===== config.mk =====
export PLATFORM = sky130hd
export DESIGN_NAME = sensor_packet_framer_deframer_flat
export DESIGN_NICKNAME = d
export VERILOG_FILES = /design/src/rtl/spf_pkg.sv /design/src/rtl/spf_ifs.sv /design/src/rtl/spf_tx_framer.sv /design/src/rtl/spf_rx_deframer.sv /design/src/rtl/sensor_packet_framer_deframer.sv /design/src/flat_wrapper.sv
export SDC_FILE = /design/constraint.sdc
export NUM_CORES = 1
export LEC_CHECK = 0
export ABC_AREA = 1
export BUFFER_PORTS_ARGS = -buffer_cell sky130_fd_sc_hd__clkbuf_2
export CORE_AREA = 2 2 178 180
export DETAILED_ROUTE_END_ITERATION = 10
export DIE_AREA = 0 0 180 182
export PLACE_DENSITY = 0.6
export SKIP_CTS_REPAIR_TIMING = 1
export SLEW_MARGIN = 20
export SYNTH_ARGS = -nofsm -noshare
export SYNTH_HDL_FRONTEND = slang
export SYNTH_SLANG_ARGS = --single-unit

===== constraint.sdc =====
create_clock -name clock -period 15.3 [get_ports clock]
set_input_delay 4.59 -clock clock [delete_from_list [all_inputs] [get_ports clock]]
set_output_delay 4.59 -clock clock [all_outputs]
set_load 0.1 [all_outputs]

===== src/rtl/spf_pkg.sv =====
package spf_pkg;

   // Register reset values
   localparam logic [15:0] SYNC_WORD_RESET = 16'hEF01;
   localparam logic [31:0] DEV_ADDR_RESET  = 32'hFFFF_FFFF;

   // Transmit payload count ceiling
   localparam int MAX_PAYLOAD = 64;

   // Header bytes ahead of the first payload byte
   localparam int HDR_BYTES = 9;

   // Largest number of result beats one input beat can cause
   localparam int MAX_RESULTS = 12;
   localparam int STEP_W      = $clog2(MAX_RESULTS + 1);

   typedef enum logic [0:0] {
      REG_SYNC_WORD = 1'b0,
      REG_DEV_ADDR  = 1'b1
   } csr_reg_type;

   typedef enum logic [1:0] {
      KIND_TX_BYTE = 2'd0,
      KIND_RX_DATA = 2'd1,
      KIND_RX_DONE = 2'd2,
      KIND_RX_BAD  = 2'd3
   } kind_type;

   localparam logic OP_TX = 1'b0;
   localparam logic OP_RX = 1'b1;

   typedef struct packed {
      logic       op;
      logic [7:0] byte_in;
      logic [7:0] packet_type;
      logic [6:0] payload_len;
   } item_type;

   typedef struct packed {
      kind_type    kind;
      logic [7:0]  out_byte;
      logic [7:0]  rx_type;
      logic [15:0] rx_length;
   } result_type;

endpackage


===== src/rtl/spf_ifs.sv =====
interface spf_req_if;
   logic       valid;
   logic       ready;
   logic       op;
   logic [7:0] byte_in;
   logic [7:0] packet_type;
   logic [6:0] payload_len;

   modport source (output valid, op, byte_in, packet_type, payload_len, input ready);
   modport sink   (input valid, op, byte_in, packet_type, payload_len, output ready);
endinterface

interface spf_rsp_if;
   logic        valid;
   logic        ready;
   logic [1:0]  kind;
   logic [7:0]  out_byte;
   logic [7:0]  rx_type;
   logic [15:0] rx_length;
   logic        last;

   modport source (output valid, kind, out_byte, rx_type, rx_length, last, input ready);
   modport sink   (input valid, kind, out_byte, rx_type, rx_length, last, output ready);
endinterface

interface spf_csr_if;
   logic                      valid;
   logic                      ready;
   spf_pkg::csr_reg_type      index;
   logic [31:0]               data;

   modport source (output valid, index, data, input ready);
   modport sink   (input valid, index, data, output ready);
endinterface


===== src/rtl/spf_tx_framer.sv =====
module spf_tx_framer (
   input  logic                       clock,
   input  logic                       reset,
   input  spf_pkg::item_type          item,
   input  logic [spf_pkg::STEP_W-1:0] step,
   input  logic                       commit,
   input  logic [15:0]                sync_word,
   input  logic [31:0]                dev_addr,
   output spf_pkg::result_type        res,
   output logic [spf_pkg::STEP_W-1:0] count
);

   logic [6:0]  tx_count_ff, tx_count_in;
   logic [6:0]  tx_total_ff, tx_total_in;
   logic [15:0] tx_sum_ff, tx_sum_in;

   logic        hdr;
   logic [6:0]  total;
   logic [15:0] wl;
   logic [15:0] base_sum;
   logic [6:0]  cnt;
   logic [6:0]  tot;
   logic [15:0] sum0;
   logic [15:0] sum_d;
   logic [6:0]  cnt_n;
   logic        zero;
   logic        fin;
   logic [15:0] sum_out;
   logic [spf_pkg::STEP_W-1:0] nh;
   logic [spf_pkg::STEP_W-1:0] rel;
   logic [7:0]  hdr_byte;
   logic [7:0]  byte_sel;

   always_comb begin
      hdr = (tx_count_ff == 7'd0);
      if ({1'b0, item.payload_len} > 8'(spf_pkg::MAX_PAYLOAD)) begin
         total = 7'(spf_pkg::MAX_PAYLOAD);
      end else begin
         total = item.payload_len;
      end
      wl       = 16'(total) + 16'd2;
      base_sum = 16'(wl[15:8]) + 16'(wl[7:0]) + 16'(item.packet_type);
      cnt      = hdr ? 7'd0 : tx_count_ff;
      tot      = hdr ? total : tx_total_ff;
      sum0     = hdr ? base_sum : tx_sum_ff;
      zero     = hdr && (total == 7'd0);
      sum_d    = sum0 + 16'(item.byte_in);
      cnt_n    = cnt + 7'd1;
      fin      = (cnt_n == tot);
      sum_out  = zero ? sum0 : sum_d;
      nh       = hdr ? spf_pkg::STEP_W'(spf_pkg::HDR_BYTES) : '0;

      if (zero) begin
         count = spf_pkg::STEP_W'(spf_pkg::HDR_BYTES + 2);
      end else begin
         count = nh + (fin ? spf_pkg::STEP_W'(3) : spf_pkg::STEP_W'(1));
      end

      case (step)
         4'd0:    hdr_byte = sync_word[15:8];
         4'd1:    hdr_byte = sync_word[7:0];
         4'd2:    hdr_byte = dev_addr[31:24];
         4'd3:    hdr_byte = dev_addr[23:16];
         4'd4:    hdr_byte = dev_addr[15:8];
         4'd5:    hdr_byte = dev_addr[7:0];
         4'd6:    hdr_byte = item.packet_type;
         4'd7:    hdr_byte = wl[15:8];
         default: hdr_byte = wl[7:0];
      endcase

      rel = step - nh;
      if (step < nh) begin
         byte_sel = hdr_byte;
      end else if (zero) begin
         byte_sel = (rel == '0) ? sum_out[15:8] : sum_out[7:0];
      end else if (rel == '0) begin
         byte_sel = item.byte_in;
      end else if (rel == spf_pkg::STEP_W'(1)) begin
         byte_sel = sum_out[15:8];
      end else begin
         byte_sel = sum_out[7:0];
      end

      res.kind      = spf_pkg::KIND_TX_BYTE;
      res.out_byte  = byte_sel;
      res.rx_type   = 8'd0;
      res.rx_length = 16'd0;

      if (zero) begin
         tx_sum_in   = sum0;
         tx_total_in = 7'd0;
         tx_count_in = 7'd0;
      end else begin
         tx_sum_in   = sum_d;
         tx_total_in = tot;
         tx_count_in = fin ? 7'd0 : cnt_n;
      end
   end

   always_ff @(posedge clock) begin
      if (reset) begin
         tx_count_ff <= 7'd0;
         tx_total_ff <= 7'd0;
         tx_sum_ff   <= 16'd0;
      end else if (commit) begin
         tx_count_ff <= tx_count_in;
         tx_total_ff <= tx_total_in;
         tx_sum_ff   <= tx_sum_in;
      end
   end

endmodule


===== src/rtl/spf_rx_deframer.sv =====
module spf_rx_deframer (
   input  logic                       clock,
   input  logic                       reset,
   input  logic [7:0]                 byte_in,
   input  logic [spf_pkg::STEP_W-1:0] step,
   input  logic                       commit,
   input  logic [15:0]                sync_word,
   output spf_pkg::result_type        res,
   output logic [spf_pkg::STEP_W-1:0] count
);

   // Byte positions within a received frame
   localparam logic [16:0] POS_START_HI = 17'd0;
   localparam logic [16:0] POS_START_LO = 17'd1;
   localparam logic [16:0] POS_TYPE     = 17'd6;
   localparam logic [16:0] POS_LEN_HI   = 17'd7;
   localparam logic [16:0] POS_LEN_LO   = 17'd8;

   logic [16:0] rx_count_ff, rx_count_in;
   logic [7:0]  rx_type_ff, rx_type_in;
   logic [15:0] rx_length_ff, rx_length_in;

   spf_pkg::result_type res0;
   spf_pkg::result_type res1;
   logic [16:0] rel;
   logic        complete;
   logic [15:0] len_full;

   always_comb begin
      rx_count_in  = rx_count_ff + 17'd1;
      rx_type_in   = rx_type_ff;
      rx_length_in = rx_length_ff;
      count        = '0;
      rel          = rx_count_ff - 17'd8;
      complete     = (rel >= {1'b0, rx_length_ff});
      len_full     = {rx_length_ff[15:8], byte_in};

      res0.kind      = spf_pkg::KIND_RX_BAD;
      res0.out_byte  = byte_in;
      res0.rx_type   = 8'd0;
      res0.rx_length = 16'd0;
      res1.kind      = spf_pkg::KIND_RX_DONE;
      res1.out_byte  = 8'd0;
      res1.rx_type   = rx_type_ff;
      res1.rx_length = rx_length_ff;

      if (rx_count_ff == POS_START_HI || rx_count_ff == POS_START_LO) begin
         if (byte_in != ((rx_count_ff == POS_START_HI) ? sync_word[15:8]
                                                       : sync_word[7:0])) begin
            count       = spf_pkg::STEP_W'(1);
            rx_count_in = 17'd0;
         end
      end else if (rx_count_ff == POS_TYPE) begin
         rx_type_in = byte_in;
      end else if (rx_count_ff == POS_LEN_HI) begin
         rx_length_in = {byte_in, 8'd0};
      end else if (rx_count_ff == POS_LEN_LO) begin
         rx_length_in = len_full;
         if (len_full == 16'd0) begin
            count       = spf_pkg::STEP_W'(1);
            rx_count_in = 17'd0;
         end
      end else if (rx_count_ff > POS_LEN_LO) begin
         // payload byte, then completion once the length is reached
         res0.kind = spf_pkg::KIND_RX_DATA;
         if (complete) begin
            count       = spf_pkg::STEP_W'(2);
            rx_count_in = 17'd0;
         end else begin
            count = spf_pkg::STEP_W'(1);
         end
      end

      res = (step == '0) ? res0 : res1;
   end

   always_ff @(posedge clock) begin
      if (reset) begin
         rx_count_ff  <= 17'd0;
         rx_type_ff   <= 8'd0;
         rx_length_ff <= 16'd0;
      end else if (commit) begin
         rx_count_ff  <= rx_count_in;
         rx_type_ff   <= rx_type_in;
         rx_length_ff <= rx_length_in;
      end
   end

endmodule


===== src/rtl/sensor_packet_framer_deframer.sv =====
// Channel    Dir  Beat carries
// ---------  ---  --------------------------------------------------------
// req_chan   in   op, byte_in, packet_type, payload_len (one byte per beat)
// rsp_chan   out  kind, out_byte, rx_type, rx_length, last
// csr_chan   in   index (sync word / device address), data; always ready
//
// One request beat causes 0 to 12 response beats, one per cycle while rsp_chan
// is ready; a beat with one response (the usual case) is then taken each cycle.
// A tx frame opener holds the request side while its 10 to 12 header, byte and
// checksum beats drain through the single response register. Synchronous
// active-high reset clears all frame state; registers return to 0xEF01 /
// 0xFFFFFFFF. A stalled response holds the item register and req_chan.ready.
module sensor_packet_framer_deframer (
   input logic     clock,
   input logic     reset,
   spf_req_if.sink   req_chan,
   spf_rsp_if.source rsp_chan,
   spf_csr_if.sink   csr_chan
);

   // Configuration registers
   logic [15:0] sync_word_ff;
   logic [31:0] dev_addr_ff;

   // Item register: the request beat being expanded
   logic                       itm_valid_ff, itm_valid_in;
   spf_pkg::item_type          itm_ff;
   logic [spf_pkg::STEP_W-1:0] step_ff, step_in;

   // Response register
   logic                rsp_valid_ff, rsp_valid_in;
   spf_pkg::result_type rsp_res_ff;
   logic                rsp_last_ff;

   spf_pkg::result_type        tx_res, rx_res, cur_res;
   logic [spf_pkg::STEP_W-1:0] tx_count, rx_count, cur_count;

   logic out_free;
   logic emit;
   logic is_last;
   logic done;
   logic accept;

   assign csr_chan.ready = 1'b1;

   always_ff @(posedge clock) begin
      if (reset) begin
         sync_word_ff <= spf_pkg::SYNC_WORD_RESET;
         dev_addr_ff  <= spf_pkg::DEV_ADDR_RESET;
      end else if (csr_chan.valid) begin
         case (csr_chan.index)
            spf_pkg::REG_SYNC_WORD: sync_word_ff <= csr_chan.data[15:0];
            spf_pkg::REG_DEV_ADDR:  dev_addr_ff  <= csr_chan.data;
            default: ;
         endcase
      end
   end

   // Per-direction framing logic; state only moves when the item finishes
   spf_tx_framer u_tx (
      .clock      (clock),
      .reset      (reset),
      .item       (itm_ff),
      .step       (step_ff),
      .commit     (done && (itm_ff.op == spf_pkg::OP_TX)),
      .sync_word  (sync_word_ff),
      .dev_addr   (dev_addr_ff),
      .res        (tx_res),
      .count      (tx_count)
   );

   spf_rx_deframer u_rx (
      .clock      (clock),
      .reset      (reset),
      .byte_in    (itm_ff.byte_in),
      .step       (step_ff),
      .commit     (done && (itm_ff.op == spf_pkg::OP_RX)),
      .sync_word  (sync_word_ff),
      .res        (rx_res),
      .count      (rx_count)
   );

   always_comb begin
      cur_res   = (itm_ff.op == spf_pkg::OP_RX) ? rx_res : tx_res;
      cur_count = (itm_ff.op == spf_pkg::OP_RX) ? rx_count : tx_count;
      out_free  = !rsp_valid_ff || rsp_chan.ready;
      emit      = itm_valid_ff && (cur_count != '0) && out_free;
      is_last   = (step_ff == cur_count - spf_pkg::STEP_W'(1));
      // item retires on its last beat, or at once when it makes none
      done      = itm_valid_ff && ((cur_count == '0) || (emit && is_last));
      req_chan.ready = !itm_valid_ff || done;
      accept    = req_chan.valid && req_chan.ready;

      itm_valid_in = accept || (itm_valid_ff && !done);
      if (accept || done) begin
         step_in = '0;
      end else if (emit) begin
         step_in = step_ff + spf_pkg::STEP_W'(1);
      end else begin
         step_in = step_ff;
      end

      rsp_valid_in = emit || (rsp_valid_ff && !rsp_chan.ready);
   end

   always_ff @(posedge clock) begin
      if (reset) begin
         itm_valid_ff <= 1'b0;
         step_ff      <= '0;
         rsp_valid_ff <= 1'b0;
      end else begin
         itm_valid_ff <= itm_valid_in;
         step_ff      <= step_in;
         rsp_valid_ff <= rsp_valid_in;
      end
      if (accept) begin
         itm_ff.op          <= req_chan.op;
         itm_ff.byte_in     <= req_chan.byte_in;
         itm_ff.packet_type <= req_chan.packet_type;
         itm_ff.payload_len <= req_chan.payload_len;
      end
      if (emit) begin
         rsp_res_ff  <= cur_res;
         rsp_last_ff <= is_last;
      end
   end

   assign rsp_chan.valid     = rsp_valid_ff;
   assign rsp_chan.kind      = rsp_res_ff.kind;
   assign rsp_chan.out_byte  = rsp_res_ff.out_byte;
   assign rsp_chan.rx_type   = rsp_res_ff.rx_type;
   assign rsp_chan.rx_length = rsp_res_ff.rx_length;
   assign rsp_chan.last      = rsp_last_ff;

endmodule


===== src/flat_wrapper.sv =====
// flat-port wrapper written by rule: the top's interface ports become plain ports
module sensor_packet_framer_deframer_flat 
  (clock, reset, req_chan_valid, req_chan_op, req_chan_byte_in, req_chan_packet_type, req_chan_payload_len, req_chan_ready, rsp_chan_valid, rsp_chan_kind, rsp_chan_out_byte, rsp_chan_rx_type, rsp_chan_rx_length, rsp_chan_last, rsp_chan_ready, csr_chan_valid, csr_chan_index, csr_chan_data, csr_chan_ready);
  spf_req_if req_chan_i ();
  spf_rsp_if rsp_chan_i ();
  spf_csr_if csr_chan_i ();
  input logic clock;
  input logic reset;
  input wire logic [$bits(req_chan_i.valid)-1:0] req_chan_valid;
  input wire logic [$bits(req_chan_i.op)-1:0] req_chan_op;
  input wire logic [$bits(req_chan_i.byte_in)-1:0] req_chan_byte_in;
  input wire logic [$bits(req_chan_i.packet_type)-1:0] req_chan_packet_type;
  input wire logic [$bits(req_chan_i.payload_len)-1:0] req_chan_payload_len;
  output wire logic [$bits(req_chan_i.ready)-1:0] req_chan_ready;
  output wire logic [$bits(rsp_chan_i.valid)-1:0] rsp_chan_valid;
  output wire logic [$bits(rsp_chan_i.kind)-1:0] rsp_chan_kind;
  output wire logic [$bits(rsp_chan_i.out_byte)-1:0] rsp_chan_out_byte;
  output wire logic [$bits(rsp_chan_i.rx_type)-1:0] rsp_chan_rx_type;
  output wire logic [$bits(rsp_chan_i.rx_length)-1:0] rsp_chan_rx_length;
  output wire logic [$bits(rsp_chan_i.last)-1:0] rsp_chan_last;
  input wire logic [$bits(rsp_chan_i.ready)-1:0] rsp_chan_ready;
  input wire logic [$bits(csr_chan_i.valid)-1:0] csr_chan_valid;
  input wire logic [$bits(csr_chan_i.index)-1:0] csr_chan_index;
  input wire logic [$bits(csr_chan_i.data)-1:0] csr_chan_data;
  output wire logic [$bits(csr_chan_i.ready)-1:0] csr_chan_ready;
  assign req_chan_i.valid = req_chan_valid;
  assign req_chan_i.op = req_chan_op;
  assign req_chan_i.byte_in = req_chan_byte_in;
  assign req_chan_i.packet_type = req_chan_packet_type;
  assign req_chan_i.payload_len = req_chan_payload_len;
  assign req_chan_ready = req_chan_i.ready;
  assign rsp_chan_valid = rsp_chan_i.valid;
  assign rsp_chan_kind = rsp_chan_i.kind;
  assign rsp_chan_out_byte = rsp_chan_i.out_byte;
  assign rsp_chan_rx_type = rsp_chan_i.rx_type;
  assign rsp_chan_rx_length = rsp_chan_i.rx_length;
  assign rsp_chan_last = rsp_chan_i.last;
  assign rsp_chan_i.ready = rsp_chan_ready;
  assign csr_chan_i.valid = csr_chan_valid;
  assign csr_chan_i.index = csr_chan_index;
  assign csr_chan_i.data = csr_chan_data;
  assign csr_chan_ready = csr_chan_i.ready;
  sensor_packet_framer_deframer u_core (.clock(clock), .reset(reset), .req_chan(req_chan_i), .rsp_chan(rsp_chan_i), .csr_chan(csr_chan_i));
endmodule

# After elaboration in Yosys (flattened, before gate mapping)
# Index checks and enable logic that the tools add are counted.
dict set report op_classes {
  addsub 11
  n_lt_le_gt_ge 4
  eq_ne 15
  mux 44
  bitwise 4
  reduce_logical 38
}
# cell count
set op_table {}
lappend op_table {{17-bit two-way mux} 8}
lappend op_table {{8-bit case mux with 8 select lines} 1}
lappend op_table {{8-bit two-way mux} 7}
lappend op_table {{16-bit two-way mux} 3}
lappend op_table {{7-bit two-way mux} 6}
lappend op_table {{17-bit by 3-bit == test with 1-bit output, second input constant} 2}
lappend op_table {{34-bit two-way mux} 1}
lappend op_table {{32-bit two-way mux} 1}
lappend op_table {{4-bit two-way mux} 7}
lappend op_table {{17-bit by 1-bit adder with 17-bit output, second input constant} 1}
lappend op_table {{17-bit by 1-bit == test with 1-bit output, second input constant} 1}
lappend op_table {{17-bit by 4-bit == test with 1-bit output, second input constant} 1}
lappend op_table {{17-bit by 16-bit greater-or-equal comparator with 1-bit output} 1}
lappend op_table {{17-bit by 4-bit > comparator with 1-bit output, second input constant} 1}
lappend op_table {{17-bit logical NOT} 1}
lappend op_table {{17-bit by 4-bit subtractor with 17-bit output, second input constant} 1}
lappend op_table {{16-bit by 8-bit adder with 16-bit output} 1}
lappend op_table {{4-bit by 3-bit == test with 1-bit output, second input constant} 4}
lappend op_table {{16-bit logical NOT} 1}
lappend op_table {{2-bit two-way mux} 8}
lappend op_table {{7-bit logical NOT} 2}
lappend op_table {{4-bit logical NOT} 3}
lappend op_table {{9-bit by 8-bit adder with 10-bit output} 1}
lappend op_table {{1-bit logical AND} 10}
lappend op_table {{other kinds (24)} 43}
dict set report totals {
  regBits 184
  in_bits 62
  wordCells 138
}

# Longest topological paths before layout
dict set report depth {
  depth_word 19
  mapped_depth 37
}

# Cells and area by module
# Synthesis repeated with hierarchy kept, for this count alone.
dict set report hier_totals {
  hier_cells 1641
  area_unflattened_um2 11853.9
}
# module instances cells_per_inst area_per_inst_um2 seq_area_each_um2
set modules_own_cells {}
lappend modules_own_cells {sensor_packet_framer_deframer 1 474 4371.7 2852.7}
lappend modules_own_cells {spf_tx_framer 1 656 3887.5 600.6}
lappend modules_own_cells {spf_rx_deframer 1 511 3594.7 820.8}

# Worst setup path after synthesis
# No wires, ideal clock.
dict set report synth_timing {
  path_kind {input -> output}
  start {input port rsp_chan_ready}
  end {output port req_chan_ready}
  arrival_time_ns 7.674
  setup_slack_ns 3.036
  path_stages 6
  path_buffers 0
  cell_sequence {inv_1 -> a21oi_1 -> nand3_2 -> nand2_4 -> inv_1 -> nand2_1}
}
dict set report synth_between {
  elab_chain_len 6
}
# element line_no
set synth_rtl {}
lappend synth_rtl {{from (decl)} flat_wrapper.sv:21} ;# input wire logic [$bits(rsp_chan_i.ready)-1:0] rsp_chan_ready;
lappend synth_rtl {{1-bit logical OR} sensor_packet_framer_deframer.sv:86} ;# out_free = !rsp_valid_ff || rsp_chan.ready;
lappend synth_rtl {{1-bit logical AND} sensor_packet_framer_deframer.sv:87} ;# emit = itm_valid_ff && (cur_count != '0) && out_free;
lappend synth_rtl {{named net u_core.emit} sensor_packet_framer_deframer.sv:39} ;# logic emit;
lappend synth_rtl {{1-bit logical AND} sensor_packet_framer_deframer.sv:90} ;# done = itm_valid_ff && ((cur_count == '0) || (emit && is_last));
lappend synth_rtl {{1-bit logical OR} sensor_packet_framer_deframer.sv:90}
lappend synth_rtl {{1-bit logical AND} sensor_packet_framer_deframer.sv:90}
lappend synth_rtl {{1-bit logical OR} sensor_packet_framer_deframer.sv:91} ;# req_chan.ready = !itm_valid_ff || done;
lappend synth_rtl {{to (decl)} flat_wrapper.sv:14} ;# output wire logic [$bits(req_chan_i.ready)-1:0] req_chan_ready;
# The timed path passes the listed nets, and every way through them passes these cells.

# Final worst setup path
# Ends and elaborated chain as after synthesis.

==> impl_metrics.ini <==
[outcome]
status = complete, no violations

[clock_tree]
clockBufferDepth = 2
clk-insertion-delay-late_ns = 0.45
cts_root_buf = clkbuf_16
cts_sinks = 184
cts_made_buffers = 17
clkTransAtPathRegs_ns = 0.08
h-tree-depth = 4
cts_tree = built

[worst_setup_path]
required_ns = 10.71
cp-start-kind = input port
critPathMaxFanout = 38
reg2reg_depth = 23
path_class = input port to primary output
critPathCaptureType = primary output
cp.arrival_ns = 6.24

[final_layout]
syn_to_final_growth_pct = 13.0
fillers = 3209
nets = 1622
diodes = 0
finalInstanceArea_sq_um = 12100
drive_gt1_frac = 0.120

[yosys]
syn_avg_cell_area_sq_um = 7.41
seq_area_frac_synth = 0.401
async_reset_ff_frac = 0
postSynthCellCount = 1440
synth_area_sq_um = 10700
synth_nets = 1553
ys_seq_elements = 184
yosys_warnings = 0
ys_types = 54
ys.flop_type = dfxtp_1
synth_edf_count = 59

[place]
dpl-instance-area_sq_um = 11500
pre_cts_ws_ns = 4.43
finalWeightedCongestion = 0.892
place_hpwl_microns = 22400
io_buffers = 98

[global_route]
grt_usage = 0.186
grt_max_degree = 84
grt_antenna_before_repair = 0
grt_overflow = 0
grt_pass1_vias = 9187
grt_pass1_wl_microns = 48800

[timing]
max_freq_mhz = 92.3
hold_viol_final = 0
worst_pin_slew_ns = 1.02
finalSetupTns_ns = 0
fin_crit_ns = 10.83
slew-limit-headroom = 0.315
setup_slack_ns = 4.47
fin_skew_ns = 0.0172
maxSlewViolCount = 0
min_period_over_period = 0.708
final-setup-viol-count = 0
rsz0062_at_grt = false

[floorplan]
die-area_sq_um = 32800
num_rows = 65
ios = 100
coreArea_sq_um = 31000
fp.dieH_microns = 182
start_util = 0.344
dieWidth_microns = 180

[power_and_ir_drop]
seqPwrFrac = 0.412
switchingPower_uw = 484
swShare = 0.360
ir_drop_v = 0.0000876
p_leak_uw = 0.00511
clkPwrFrac = 0.337
internal_power_uw = 862
powerDensity_nw_per_um2 = 112
comb_power_share = 0.251

[drt]
vias_per_cell = 5.05
vias = 9708
drtPass1Iterations = 7
post_drt_wl_per_cell_microns = 15.7
drtIter0Drc = 715
drc = 0
ant_nets = 0
drt-total-wl_microns = 30200

[min_path]
min_path_cells = 2
hp-class = register to register

[flow_run]
cap_violations = 0
[power groups by stage]
stage	sequential (uW)	clock, uW	combinational [uW]
after floorplan	618	0	199
after global placement	565	0	332
after detailed placement	565	0	335
after CTS	554	462	336
after global routing	557	483	374
final	554	453	338
[cell families (layout without fill, tap and decap cells)]
logic type	after synthesis	after routing	synth area share
AOI/OAI and AO/OA	226	226	0.120
xor gates and xnor gates	43	43	0.0353
adders and majority gates	51	51	0.0612
buffers and inverters	228	310	0.0859
DFF	184	184	0.401
other	2	2	0.000704
and+or+nand+nor	706	706	0.296
[per-stage QoR]
| step | hold WS, ns | instances | utilization | power, uW |
|---|---|---|---|---|
| 2_1_floorplan | 0.425 | 1440 | - | 817 |
| 3_3_place_gp | 0.435 | 1892 | 0.370 | 896 |
| 3_5_place_dp | 0.442 | 1892 | 0.370 | 899 |
| 4_1_cts | 0.454 | 1924 | 0.389 | 1350 |
| 5_1_grt | 0.472 | 1924 | 0.389 | 1410 |
| 6_report | 0.457 | 1924 | 0.389 | 1350 |
[final cells by class]
type / count / area, sq um / area share
Tap cell: 402 / 503 / 0.0417
Inverter: 175 / 658 / 0.0546
Clock buffer: 19 / 454 / 0.0377
Clock inverter: 13 / 146 / 0.0121
Multi-Input combinational cell: 1028 / 5500 / 0.456
Sequential cell: 184 / 4270 / 0.354
Timing Repair Buffer: 103 / 528 / 0.0438
[synthesized netlist by cell type, drive strengths merged (2+ instances only)]
cell type  count  area [sq um]
nor2         176           756
fa             2          40.0
clkbuf        33           124
edfxtp        59          1770
o221ai         7          61.3
nor4           8          50.1
a22o           4          35.0
ha            49           613
dfxtp        125          2500
nand2        349          1340
clkinv         4          16.3
o22ai          6          37.5
o21a           2          15.0
nor3b          4          40.0
nand3b         3          22.5
nand3        100           566
o21ai         91           463
nand4         27           184
inv          171           642
a221oi         9          78.8
o211ai        12          90.1
conb           2          7.51
xnor2         11          96.3
a21oi         87           435
buf           20           135
nor3          31           155
or2            6          37.5
xor2          32           280
[state kept, by name (all words and copies together) (netlist names), 2 cells and up]
name	count
u_core.u_rx.rx_count_ff	17
u_core.rsp_chan.rx_type	8
u_core.rsp_chan.rx_length	16
u_core.u_tx.tx_total_ff	7
u_core.sync_word_ff	16
u_core.rsp_chan.out_byte	8
u_core.itm_ff	24
u_core.u_tx.tx_count_ff	7
u_core.step_ff	4
u_core.rsp_chan.kind	2
u_core.u_tx.tx_sum_ff	16
u_core.u_rx.rx_type_ff	8
u_core.u_rx.rx_length_ff	16
u_core.dev_addr_ff	32
[cells in the final DEF, fill, tap and decap left out, drive strengths merged, types with 9 or more instances in the layout]
| master | instances |
|---|---|
| nand3 | 100 |
| a221oi | 9 |
| nor2 | 176 |
| o211ai | 12 |
| nand2 | 349 |
| clkbuf | 117 |
| edfxtp | 59 |
| xor2 | 32 |
| a21oi | 87 |
| nor3 | 31 |
| xnor2 | 11 |
| o21ai | 91 |
| inv | 180 |
| ha | 49 |
| dfxtp | 125 |
| nand4 | 27 |
[path summary, 6_finish.rpt]
kind	from	slack, ns	endpoint
worst max register to register	u_core.u_tx.tx_count_ff[0]	9.16	u_core.u_tx.tx_sum_ff[12]
worst min register to register	u_core.u_tx.tx_total_ff[2]	0.46	u_core.u_tx.tx_total_ff[2]
worst min-delay path	u_core.u_tx.tx_total_ff[2]	0.46	u_core.u_tx.tx_total_ff[2]
worst max-delay path	rsp_chan_ready	4.47	req_chan_ready
[layer usage]
| layer | track usage | vias to the layer above | share of wire |
|---|---|---|---|
| met5 | 0 | - | 0 |
| met4 | 0.0572 | 0 | 0.022 |
| met3 | 0.0375 | 49 | 0.065 |
| met2 | 0.295 | 329 | 0.45 |
| met1 | 0.255 | 4441 | 0.46 |
| li1 | - | 4889 | - |
[critical path: stages]
cell and delay (ns):
clkbuf_2 0.08, inv_1 0.06, a21oi_4 0.13, buf_4 0.43, nand3_2 0.15, nand2_4 0.14, inv_1 0.09, nand2_1 0.08
clkbuf_2 0.47
No activity file was read; power rests on OpenSTA's default activity.
